==> src/rtl/pse_pkg.sv <==
package pse_pkg;

	localparam int PSE_STACK_DEPTH = 16;
	localparam int PSE_DATA_WIDTH  = 32;

	// Item commands.
	localparam logic [2:0] CMD_PUSH = 3'd0;
	localparam logic [2:0] CMD_ADD  = 3'd1;
	localparam logic [2:0] CMD_SUB  = 3'd2;
	localparam logic [2:0] CMD_MUL  = 3'd3;
	localparam logic [2:0] CMD_DIV  = 3'd4;
	localparam logic [2:0] CMD_END  = 3'd5;

	// Result status codes.
	localparam logic [2:0] STAT_OK   = 3'd0;
	localparam logic [2:0] STAT_FEW  = 3'd1;
	localparam logic [2:0] STAT_DIVZ = 3'd2;
	localparam logic [2:0] STAT_LEFT = 3'd3;
	localparam logic [2:0] STAT_OVF  = 3'd4;

	typedef struct packed {
		logic [2:0]         cmd;
		logic signed [31:0] operand;
	} item_t;

	typedef struct packed {
		logic signed [31:0] value;
		logic [2:0]         status;
	} result_t;

	// Request from the sequencer to the multiply/divide unit.
	typedef struct packed {
		logic start;
		logic is_div;
	} md_ctrl_t;

	// Status back from the multiply/divide unit.
	typedef struct packed {
		logic busy;
		logic done;
	} md_stat_t;

endpackage

==> src/rtl/pse_muldiv.sv <==
module pse_muldiv import pse_pkg::*; #(
	parameter int DATA_WIDTH = PSE_DATA_WIDTH
) (
	input  logic                  clk,
	input  logic                  arst_n,
	input  md_ctrl_t              ctrl,
	input  logic [DATA_WIDTH-1:0] a,
	input  logic [DATA_WIDTH-1:0] b,
	output md_stat_t              stat,
	output logic [DATA_WIDTH-1:0] res
);

	localparam int W  = DATA_WIDTH;
	localparam int IW = $clog2(W + 1);

	typedef enum logic [1:0] {
		MD_IDLE,
		MD_RUN,
		MD_FIX
	} md_state_t;

	md_state_t       state_q;
	logic [IW-1:0]   iter_q;
	logic            div_q;
	logic            neg_q;
	logic            done_q;
	logic [W-1:0]    acc_q;
	logic [W-1:0]    quo_q;
	logic [W-1:0]    opnd_q;
	logic [W-1:0]    res_q;

	logic [W-1:0]    mag_a;
	logic [W-1:0]    mag_b;
	logic [W:0]      rem_sh;
	logic [W:0]      add_x;
	logic [W:0]      add_y;
	logic [W:0]      add_sum;

	assign mag_a = a[W-1] ? (~a + W'(1)) : a;
	assign mag_b = b[W-1] ? (~b + W'(1)) : b;

	// The one adder: accumulates partial products, or trial-subtracts the divisor.
	assign rem_sh  = {acc_q, quo_q[W-1]};
	assign add_x   = div_q ? rem_sh : {1'b0, acc_q};
	assign add_y   = {1'b0, opnd_q};
	assign add_sum = div_q ? (add_x - add_y) : (add_x + add_y);

	always_ff @(posedge clk or negedge arst_n) begin
		if (!arst_n) begin
			state_q <= MD_IDLE;
			iter_q  <= '0;
			div_q   <= 1'b0;
			neg_q   <= 1'b0;
			done_q  <= 1'b0;
			acc_q   <= '0;
			quo_q   <= '0;
			opnd_q  <= '0;
			res_q   <= '0;
		end else begin
			done_q <= (state_q == MD_FIX);
			case (state_q)
				MD_IDLE: begin
					if (ctrl.start) begin
						div_q   <= ctrl.is_div;
						neg_q   <= a[W-1] ^ b[W-1];
						iter_q  <= '0;
						acc_q   <= '0;
						quo_q   <= ctrl.is_div ? mag_a : b;
						opnd_q  <= ctrl.is_div ? mag_b : a;
						state_q <= MD_RUN;
					end
				end
				MD_RUN: begin
					if (div_q) begin
						if (!add_sum[W]) begin
							acc_q <= add_sum[W-1:0];
							quo_q <= {quo_q[W-2:0], 1'b1};
						end else begin
							acc_q <= rem_sh[W-1:0];
							quo_q <= {quo_q[W-2:0], 1'b0};
						end
					end else begin
						if (quo_q[0]) begin
							acc_q <= add_sum[W-1:0];
						end
						opnd_q <= {opnd_q[W-2:0], 1'b0};
						quo_q  <= {1'b0, quo_q[W-1:1]};
					end
					iter_q <= iter_q + IW'(1);
					if (iter_q == IW'(W - 1)) begin
						state_q <= MD_FIX;
					end
				end
				MD_FIX: begin
					if (div_q) begin
						res_q <= neg_q ? (~quo_q + W'(1)) : quo_q;
					end else begin
						res_q <= acc_q;
					end
					state_q <= MD_IDLE;
				end
				default: begin
					state_q <= MD_IDLE;
				end
			endcase
		end
	end

	assign stat.busy = (state_q != MD_IDLE);
	assign stat.done = done_q;
	assign res       = res_q;

endmodule

==> src/rtl/postfix_stack_evaluator_unit.sv <==
// Postfix stack evaluator. Each item transfer either pushes a signed number,
// applies add, subtract, multiply or divide to the top two stack entries
// (a op b, with b the top entry), or ends the expression. Only an end item
// produces a result transfer: the final value and a status (ok, too few
// operands, divide by zero, leftover items, or overflow when a push finds the
// stack full). The first error of an expression is sticky; later push and
// operator items are ignored until the end item, which also clears the stack
// and the error. Arithmetic wraps to DATA_WIDTH bits and division truncates
// toward zero. Steps: a push, an unknown command, or an operator that meets
// a sticky error or too few entries is done in the accepting state; add and
// subtract read b and then a through the registered read port of the stack
// memory and write their result in the execute state, where a divide by
// zero is also caught; other multiplies and divides then run in the radix-2
// shared multiply/divide unit, which retires one bit per cycle, followed by
// its sign fixup and the write of its result; an end item moves to the end
// state and waits there for the result register to be taken. The block
// stalls the input while an item is in work.
module postfix_stack_evaluator_unit import pse_pkg::*; #(
	parameter int STACK_DEPTH = PSE_STACK_DEPTH,
	parameter int DATA_WIDTH  = PSE_DATA_WIDTH
) (
	input  logic    clk,
	input  logic    arst_n,
	input  logic    item_valid,
	output logic    item_stall,
	input  item_t   item,
	output logic    result_valid,
	input  logic    result_stall,
	output result_t result
);

	localparam int AW = $clog2(STACK_DEPTH);
	localparam int CW = $clog2(STACK_DEPTH + 1);

	typedef enum logic [2:0] {
		ST_IDLE,
		ST_RDA,
		ST_EXEC,
		ST_WAIT,
		ST_END
	} state_t;

	state_t                state_q;
	logic [CW-1:0]         cnt_q;
	logic [2:0]            err_q;
	logic [2:0]            op_q;
	logic [DATA_WIDTH-1:0] b_q;
	logic                  result_valid_q;
	result_t               result_q;

	// Stack storage: one write port and one registered read port.
	logic [DATA_WIDTH-1:0] stack_q [STACK_DEPTH];
	logic [DATA_WIDTH-1:0] rdata_q;

	logic                  accept;
	logic [CW-1:0]         cnt_m1;
	logic [CW-1:0]         cnt_m2;
	logic [AW-1:0]         raddr;
	logic                  we;
	logic [AW-1:0]         waddr;
	logic [DATA_WIDTH-1:0] wdata;
	logic [DATA_WIDTH-1:0] push_val;
	logic [DATA_WIDTH-1:0] addsub_val;
	logic [31:0]           final_val;
	logic                  out_free;
	logic                  push_ok;

	md_ctrl_t              md_ctrl;
	md_stat_t              md_stat;
	logic [DATA_WIDTH-1:0] md_res;

	assign accept   = item_valid && !item_stall;
	assign cnt_m1   = cnt_q - CW'(1);
	assign cnt_m2   = cnt_q - CW'(2);
	assign out_free = !result_valid_q || !result_stall;

	// Width conversion between the 32-bit fields and the stack word.
	generate
		if (DATA_WIDTH == 32) begin : g_w32
			assign push_val  = item.operand;
			assign final_val = rdata_q;
		end else if (DATA_WIDTH > 32) begin : g_wide
			assign push_val  = {{(DATA_WIDTH - 32){item.operand[31]}}, item.operand};
			assign final_val = rdata_q[31:0];
		end else begin : g_narrow
			assign push_val  = item.operand[DATA_WIDTH-1:0];
			assign final_val = {{(32 - DATA_WIDTH){rdata_q[DATA_WIDTH-1]}}, rdata_q};
		end
	endgenerate

	assign addsub_val = (op_q == CMD_ADD) ? (rdata_q + b_q) : (rdata_q - b_q);

	assign push_ok = accept && (item.cmd == CMD_PUSH) && (err_q == STAT_OK)
		&& (cnt_q < CW'(STACK_DEPTH));

	// Read address: b on the accepting cycle, a in the cycle after it, entry zero for an end.
	always_comb begin
		raddr = '0;
		case (state_q)
			ST_IDLE: begin
				if (item.cmd != CMD_END) begin
					raddr = cnt_m1[AW-1:0];
				end
			end
			ST_RDA: begin
				raddr = cnt_m2[AW-1:0];
			end
			default: begin
				raddr = '0;
			end
		endcase
	end

	always_comb begin
		we    = 1'b0;
		waddr = cnt_m2[AW-1:0];
		wdata = md_res;
		case (state_q)
			ST_IDLE: begin
				we    = push_ok;
				waddr = cnt_q[AW-1:0];
				wdata = push_val;
			end
			ST_EXEC: begin
				we    = (op_q == CMD_ADD) || (op_q == CMD_SUB);
				wdata = addsub_val;
			end
			ST_WAIT: begin
				we = md_stat.done;
			end
			default: begin
				we = 1'b0;
			end
		endcase
	end

	always_ff @(posedge clk) begin
		if (we) begin
			stack_q[waddr] <= wdata;
		end
		rdata_q <= stack_q[raddr];
	end

	// Multiply and a divide by a nonzero b are started once both operands are in hand.
	assign md_ctrl.start  = (state_q == ST_EXEC)
		&& ((op_q == CMD_MUL) || ((op_q == CMD_DIV) && (b_q != '0)));
	assign md_ctrl.is_div = (op_q == CMD_DIV);

	pse_muldiv #(
		.DATA_WIDTH(DATA_WIDTH)
	) u_muldiv (
		.clk   (clk),
		.arst_n(arst_n),
		.ctrl  (md_ctrl),
		.a     (rdata_q),
		.b     (b_q),
		.stat  (md_stat),
		.res   (md_res)
	);

	always_ff @(posedge clk or negedge arst_n) begin
		if (!arst_n) begin
			state_q        <= ST_IDLE;
			cnt_q          <= '0;
			err_q          <= STAT_OK;
			op_q           <= CMD_PUSH;
			b_q            <= '0;
			result_valid_q <= 1'b0;
			result_q       <= '0;
		end else begin
			if (result_valid_q && !result_stall && (state_q != ST_END)) begin
				result_valid_q <= 1'b0;
			end
			case (state_q)
				ST_IDLE: begin
					if (accept) begin
						case (item.cmd)
							CMD_PUSH: begin
								if (err_q == STAT_OK) begin
									if (push_ok) begin
										cnt_q <= cnt_q + CW'(1);
									end else begin
										err_q <= STAT_OVF;
									end
								end
							end
							CMD_ADD, CMD_SUB, CMD_MUL, CMD_DIV: begin
								if (err_q == STAT_OK) begin
									if (cnt_q < CW'(2)) begin
										err_q <= STAT_FEW;
									end else begin
										op_q    <= item.cmd;
										state_q <= ST_RDA;
									end
								end
							end
							CMD_END: begin
								state_q <= ST_END;
							end
							default: begin
								state_q <= ST_IDLE;
							end
						endcase
					end
				end
				ST_RDA: begin
					b_q     <= rdata_q;
					state_q <= ST_EXEC;
				end
				ST_EXEC: begin
					if ((op_q == CMD_ADD) || (op_q == CMD_SUB)) begin
						cnt_q   <= cnt_m1;
						state_q <= ST_IDLE;
					end else if ((op_q == CMD_DIV) && (b_q == '0)) begin
						err_q   <= STAT_DIVZ;
						state_q <= ST_IDLE;
					end else begin
						state_q <= ST_WAIT;
					end
				end
				ST_WAIT: begin
					if (md_stat.done) begin
						cnt_q   <= cnt_m1;
						state_q <= ST_IDLE;
					end
				end
				ST_END: begin
					if (out_free) begin
						result_valid_q <= 1'b1;
						if (err_q != STAT_OK) begin
							result_q.status <= err_q;
							result_q.value  <= '0;
						end else if (cnt_q == '0) begin
							result_q.status <= STAT_FEW;
							result_q.value  <= '0;
						end else if (cnt_q != CW'(1)) begin
							result_q.status <= STAT_LEFT;
							result_q.value  <= '0;
						end else begin
							result_q.status <= STAT_OK;
							result_q.value  <= final_val;
						end
						cnt_q   <= '0;
						err_q   <= STAT_OK;
						state_q <= ST_IDLE;
					end
				end
				default: begin
					state_q <= ST_IDLE;
				end
			endcase
		end
	end

	assign item_stall   = (state_q != ST_IDLE);
	assign result_valid = result_valid_q;
	assign result       = result_q;

	// The stack count never passes the depth.
	a_cnt_bound: assert property (@(posedge clk) disable iff (!arst_n)
		cnt_q <= CW'(STACK_DEPTH))
		else $error("stack count beyond depth");

	// A failed expression always reports a zero value.
	a_err_zero: assert property (@(posedge clk) disable iff (!arst_n)
		(result_valid && (result.status != STAT_OK)) |-> (result.value == '0))
		else $error("nonzero value with error status");

	// The multiply/divide unit is started only when free, and finishes only while awaited.
	a_md_start: assert property (@(posedge clk) disable iff (!arst_n)
		md_ctrl.start |-> !md_stat.busy)
		else $error("multiply/divide started while busy");

	a_md_done: assert property (@(posedge clk) disable iff (!arst_n)
		md_stat.done |-> (state_q == ST_WAIT))
		else $error("multiply/divide result with no waiting operator");

endmodule
==> config.mk <==
export PLATFORM = sky130hd
export DESIGN_NAME = postfix_stack_evaluator_unit
export DESIGN_NICKNAME = d
export VERILOG_FILES = /design/src/rtl/pse_pkg.sv /design/src/rtl/pse_muldiv.sv /design/src/rtl/postfix_stack_evaluator_unit.sv
export SDC_FILE = /design/constraint.sdc
export NUM_CORES = 2
export LEC_CHECK = 0
export BUFFER_PORTS_ARGS = -buffer_cell sky130_fd_sc_hd__buf_2
export CORE_ASPECT_RATIO = 0.8
export CORE_MARGIN = 3
export CORE_UTILIZATION = 44
export CTS_BUF_LIST = sky130_fd_sc_hd__clkbuf_4
export DETAILED_ROUTE_END_ITERATION = 6
export PLACE_DENSITY_LB_ADDON = 0.05
export SLEW_MARGIN = 30
export SYNTH_ARGS = -nofsm -noshare
export SYNTH_HDL_FRONTEND = slang
export SYNTH_HIERARCHICAL = 1
export SYNTH_SLANG_ARGS = --single-unit
==> constraint.sdc <==
create_clock -name clk -period 15.6 [get_ports clk]
set_clock_uncertainty 0.2 [all_clocks]
set_input_delay 0.78 -clock clk [delete_from_list [all_inputs] [get_ports clk]]
set_output_delay 0.78 -clock clk [all_outputs]
set_load 0.05 [all_outputs]
Word-level counts from Yosys, hierarchy flattened
Memory sizes are Yosys's and may differ from the RTL's. A register that Yosys moved wholly into a read port is not among the register bits. Cells that the tools add are included.

Flip-flop bits (word level): 221. Memory bits (writable): 512. Bits of input ports: 39. Output and inout port bits: 37. Word-level logic and storage cells: 178. Memories: 1.

Memories: stack_q (depth 16, width 32, rd ports 1, clocked after memory_dff 1, wr ports 1, RTL line postfix_stack_evaluator_unit.sv:52) `logic [DATA_WIDTH-1:0] stack_q [STACK_DEPTH];`.

$add $sub $neg: 11. $lt $le $gt $ge: 2. Equality and inequality tests: 39. Multiplexer cells: 65. Bitwise operators: 5. Reduce and logical (&&, ||, !) cells: 38.

Operators with widths (number): 2-to-1 mux 32 bit (15); case mux 32 bit (2 select lines) (4); 2-to-1 mux 35 bit (3); adder 32 x 1 -> 32 bit (second input constant) (3); inverter 32 bit (3); 2-to-1 mux 33 bit (2); 2-to-1 mux 3 bit (12); 2-to-1 mux 5 bit (7); adder 33 x 32 -> 33 bit (1); subtractor 33 x 32 -> 33 bit (1); adder 32 bit (1); logical NOT 32 bit (1); nonzero test 32 bit (1); subtractor 32 bit (1); inequality test 3 bit (second input constant) (7); inequality test 2 bit (second input constant) (10); case mux 5 bit (4 select lines) (1); equality test 3 x 2 -> 1 bit (second input constant) (6); case mux 3 bit (3 select lines) (2); case mux 3 bit (5 select lines) (1); equality test 3 bit (second input constant) (4); case mux 6 bit (2 select lines) (1); AND reduction 10 bit (1); equality test 3 x 1 -> 1 bit (second input constant) (3); other kinds (38) (69).

Depth between registers and ports, before layout
Word-level depth: 11. Depth in mapped cells: 22. Depth with buffers taken out: 19.

Cells and area by module
Netlist, hierarchy kept.

Modules (own cells, without submodules): postfix_stack_evaluator_unit (times used 1, cells each 2252, area each 27764.1 um2, seq. area each 18067.3 um2); pse_muldiv (times used 1, cells each 1474, area each 11822.6 um2, seq. area each 3478.3 um2).

Least setup slack after synthesis
Ideal clock, no wire load.

Path type: input to register. Start: input port item[34] (netlist bit). End: memory stack_q[12][0] (netlist bit), enable pin. Arrival: 4.344 ns. Data required time: 14.939 ns. Slack: 10.595 ns. Cell stages on the path: 7. Buffers on the path: 0. Cells stage by stage: or3_1 > nor3b_1 > a221o_1 > o21ai_1 > nor2_1 > o21ai_0 > nor3_1.

Word-level cells in the longest chain between the ends: 7.

RTL lines: start, declared (RTL line postfix_stack_evaluator_unit.sv:26) `input item_t item,`; logical NOT 3 bit (RTL line postfix_stack_evaluator_unit.sv:93) `assign push_ok = accept && (item.cmd == CMD_PUSH) && (err_q == STAT_OK)`; logical AND 1 bit (2 in a row) (RTL line postfix_stack_evaluator_unit.sv:93); logical AND 1 bit (RTL line postfix_stack_evaluator_unit.sv:94) `&& (cnt_q < CW'(STACK_DEPTH));`; case mux 1 bit (3 select lines) (RTL line postfix_stack_evaluator_unit.sv:118) `case (state_q)`; 2-to-1 mux 1 bit (RTL line postfix_stack_evaluator_unit.sv:138) `if (we) begin`; 2-to-1 mux 1 bit (implied by the code) (RTL line postfix_stack_evaluator_unit.sv:139) `stack_q[waddr] <= wdata;`; end, declared (RTL line postfix_stack_evaluator_unit.sv:52).

No other way between the ends.

Worst setup path after layout
Start: register u_muldiv.opnd_q[0]. End: register u_muldiv.acc_q[11].

Word-level cells in the longest chain between the ends: 5.

RTL lines: start, declared (RTL line pse_muldiv.sv:29) `logic [W-1:0] opnd_q;`; start signal, assigned (RTL line pse_muldiv.sv:69) `opnd_q <= ctrl.is_div ? mag_b : a;`; start signal, assigned (RTL line pse_muldiv.sv:86) `opnd_q <= {opnd_q[W-2:0], 1'b0};`; adder 33 x 32 -> 33 bit or subtractor 33 x 32 -> 33 bit (tied branches) (RTL line pse_muldiv.sv:46) `assign add_sum = div_q ? (add_x - add_y) : (add_x + add_y);`; 2-to-1 mux 33 bit (*) (RTL line pse_muldiv.sv:46); 2-to-1 mux 32 bit, on equally long branches (RTL line pse_muldiv.sv:83, pse_muldiv.sv:75); 2-to-1 mux 32 bit (*) (RTL line pse_muldiv.sv:74) `if (div_q) begin`; case mux 32 bit (2 select lines) (*) (RTL line pse_muldiv.sv:61) `case (state_q)`; end signal, assigned (RTL line pse_muldiv.sv:76) `acc_q <= add_sum[W-1:0];`; end signal, assigned (RTL line pse_muldiv.sv:79) `acc_q <= rem_sh[W-1:0];`; end signal, assigned (RTL line pse_muldiv.sv:84) `acc_q <= add_sum[W-1:0];`; end, declared (RTL line pse_muldiv.sv:27) `logic [W-1:0] acc_q;`.

Mark *: on every way between the ends. The rest lies on a longest branch, timed or not. The select of a mux whose other input is x is not followed. A chain may end at the register's enable or synchronous reset.

==> impl_metrics.yaml <==
run_status:
  status: "finished, final reports clean"
setup_path:
  reg2reg_depth: 19
  required_ps: 16300
  max_stage_delay_ps: 660
  crit_chain: "inv_1, ha_1, nand2b_1, nor4_1, nor2b_1, and2_1, nor4bb_1, and4b_1, a21oi_1, xnor2_1, ha_1, nor2_1, nor2b_1, o21ai_0, mux2_2, nand3_2, buf_4, mux2i_1, o21ai_0"
  cp-start-kind: "register"
  regToRegSetupSlack_ps: 9760
  criticalPathCategory: "register to register"
  crit_end: "u_muldiv/acc_q[11]"
  worst-path-buf-inv: 2
  cp_max_fo: 34
  cp-end-kind: "register"
  r2r_end: "u_muldiv/acc_q[11]"
  cp_slowest_cell: "nor4bb_1"
  reg2reg_from: "u_muldiv/opnd_q[0]"
  critPathTopFamily: "simple AND/OR/NAND/NOR gates"
  cp.depth: 19
  critPathLaunch: "u_muldiv/opnd_q[0]"
  arrival_ps: 6540
global_route:
  first_global_vias: 28820
  grt-ovfl-total: 0
  antenna_found_initial: 5
  grt_pass1_wl_microns: 187400
  grt_max_degree: 178
  gr-usage-all-layers: 0.2666
cts:
  postCtsResizedCells: 0
  cts_buffers: 196
  clock-root-buffer: "clkbuf_4"
  cts_num_sinks: 765
  clkTransAtPathRegs_ps: 80
  clockBufferDepth: 3
  post_cts_buffers: 0
  clk_latency_ps: 1070
  h-tree-depth: 4
  cts_tree: "done"
  hold_buffers: 5
floorplanning:
  pin_count: 76
  dieArea_sq_mm: 0.09362
  start_util: 0.4480
  coreArea_sq_mm: 0.08835
  fp.dieW_microns: 341.3
  row_count: 97
  dieHeight_microns: 274.3
sta:
  rsz0062_at_grt: "no"
  tightest_slew_ps: 1123
  max_freq_mhz: 171.2
  relSlewSlack: 0.2494
  drv_slew: 0
  fin_tns_setup_ps: 0
  period_share: 0.3744
  hold_viol: 0
  setup_viol: 0
  fin_crit_ps: 5841
detailed_routing:
  routed.top_layer: "met4"
  route.met3.wl_microns: 11920
  vias: 30810
  drtIter0Drc: 3110
  viasPerCell: 5.939
  first_pass_iters: 6
  antenna_left: 0
  wl_per_cell_microns: 24.35
  wl_met2_microns: 51420
  drc: 0
  wl_met1_microns: 60540
  wl_microns: 126300
logic_synthesis:
  syn-instance-count: 3725
  avgSynthCellArea_sq_um: 10.63
  ys_warn_count: 6
  synth_nets: 3848
  syn-cell-area_sq_mm: 0.03958
placed_design:
  gp_congestion: 0.9128
  placed_cell_area_sq_mm: 0.04122
  portBuffers: 75
  hpwl_microns: 80780
finish:
  final_nets: 3957
  drive_gt1_frac: 0.1536
  area.growth.synth_to_final_pct: 10.97
  utilization: 0.4972
  final_area_sq_mm: 0.04393
min_path:
  hp-class: "primary input to asynchronous set/reset pin"
job:
  maxCapViolations: 0
-- worst min path at each step --
stage | from | to | slack, ps
global placement | result[0] | result[0] | 260
finish | arst_n | result[1] | 130
floorplan | final_val[19] | b_q[19] | 240
detailed placement | u_muldiv/res[8] | u_muldiv/res[8] | 270
global route | arst_n | u_muldiv/res[6] | 180
CTS | item_valid | op_q[0] | 100
-- flip-flops by register name, indices dropped and copies added, names as in the netlist, 2 cells and up --
name	flops
op_q	3
result	35
err_q	3
u_muldiv/quo_q	32
u_muldiv/res	32
cnt_q	5
stack_q	512
u_muldiv/acc_q	32
u_muldiv/state_q	2
b_q	32
u_muldiv/opnd_q	32
state_q	3
final_val	32
u_muldiv/iter_q	6
-- worst register-to-register path, cell delays in order (launching register included) --
cell,delay (ps)
dfrtp_1,420
inv_1,100
ha_1,180
nand2b_1,90
nor4_1,310
nor2b_1,280
and2_1,280
nor4bb_1,670
and4b_1,440
a21oi_1,130
xnor2_1,180
ha_1,410
nor2_1,170
nor2b_1,60
o21ai_0,350
mux2_2,410
nand3_2,100
buf_4,470
mux2i_1,330
o21ai_0,120
-- cell usage in the layout (no fill, tap or decap), types with 25 or more instances in the layout --
| master | instances |
|---|---|
| xor2_1 | 100 |
| nand3_1 | 92 |
| ha_1 | 82 |
| nand2_1 | 662 |
| nor3_1 | 46 |
| buf_2 | 74 |
| buf_4 | 67 |
| clkinv_1 | 46 |
| a21oi_1 | 217 |
| clkbuf_4 | 292 |
| a211oi_1 | 83 |
| dfxtp_1 | 32 |
| a311oi_1 | 66 |
| a21o_1 | 25 |
| inv_1 | 39 |
| a31oi_1 | 54 |
| mux2_2 | 73 |
| nor2_1 | 199 |
| xnor2_1 | 103 |
| edfxtp_1 | 512 |
| dfrtp_1 | 219 |
| a22o_1 | 33 |
| o21ai_0 | 205 |
| o31ai_1 | 38 |
| and3_1 | 41 |
| mux2i_1 | 177 |
-- layer usage --
| metal | track usage | vias up |
|---|---|---|
| met4 | 0.07115 | 0 |
| met2 | 0.3685 | 1331 |
| met1 | 0.4075 | 15200 |
| li1 | - | 14110 |
| met3 | 0.07253 | 164 |
| met5 | 0 | - |
-- cell type report --
cell class	instances	area (sq um)
fillers	8155	44430
inverters	40	150.1
well taps	1188	1486
multi-input cells	2681	17120
repair buffers	150	989.7
diodes	7	17.52
clock buffers	292	2192
flip-flops and latches	765	21550
clock inverters	64	417.9
-- stage by stage --
| stage | hold WS [ps] | setup slack, ps | cells |
|---|---|---|---|
| global placement | 258.9 | 10040 | 4819 |
| detailed placement | 271.0 | 9924 | 4819 |
| floorplan | 241.5 | 10600 | 3725 |
| finish | 129.0 | 9759 | 5187 |
| CTS | 98.37 | 9843 | 5180 |
| global route | 180.3 | 9290 | 5182 |
Power is not shown: default switching activity piles up to over one toggle a cycle in this logic, so the estimate is an artifact.
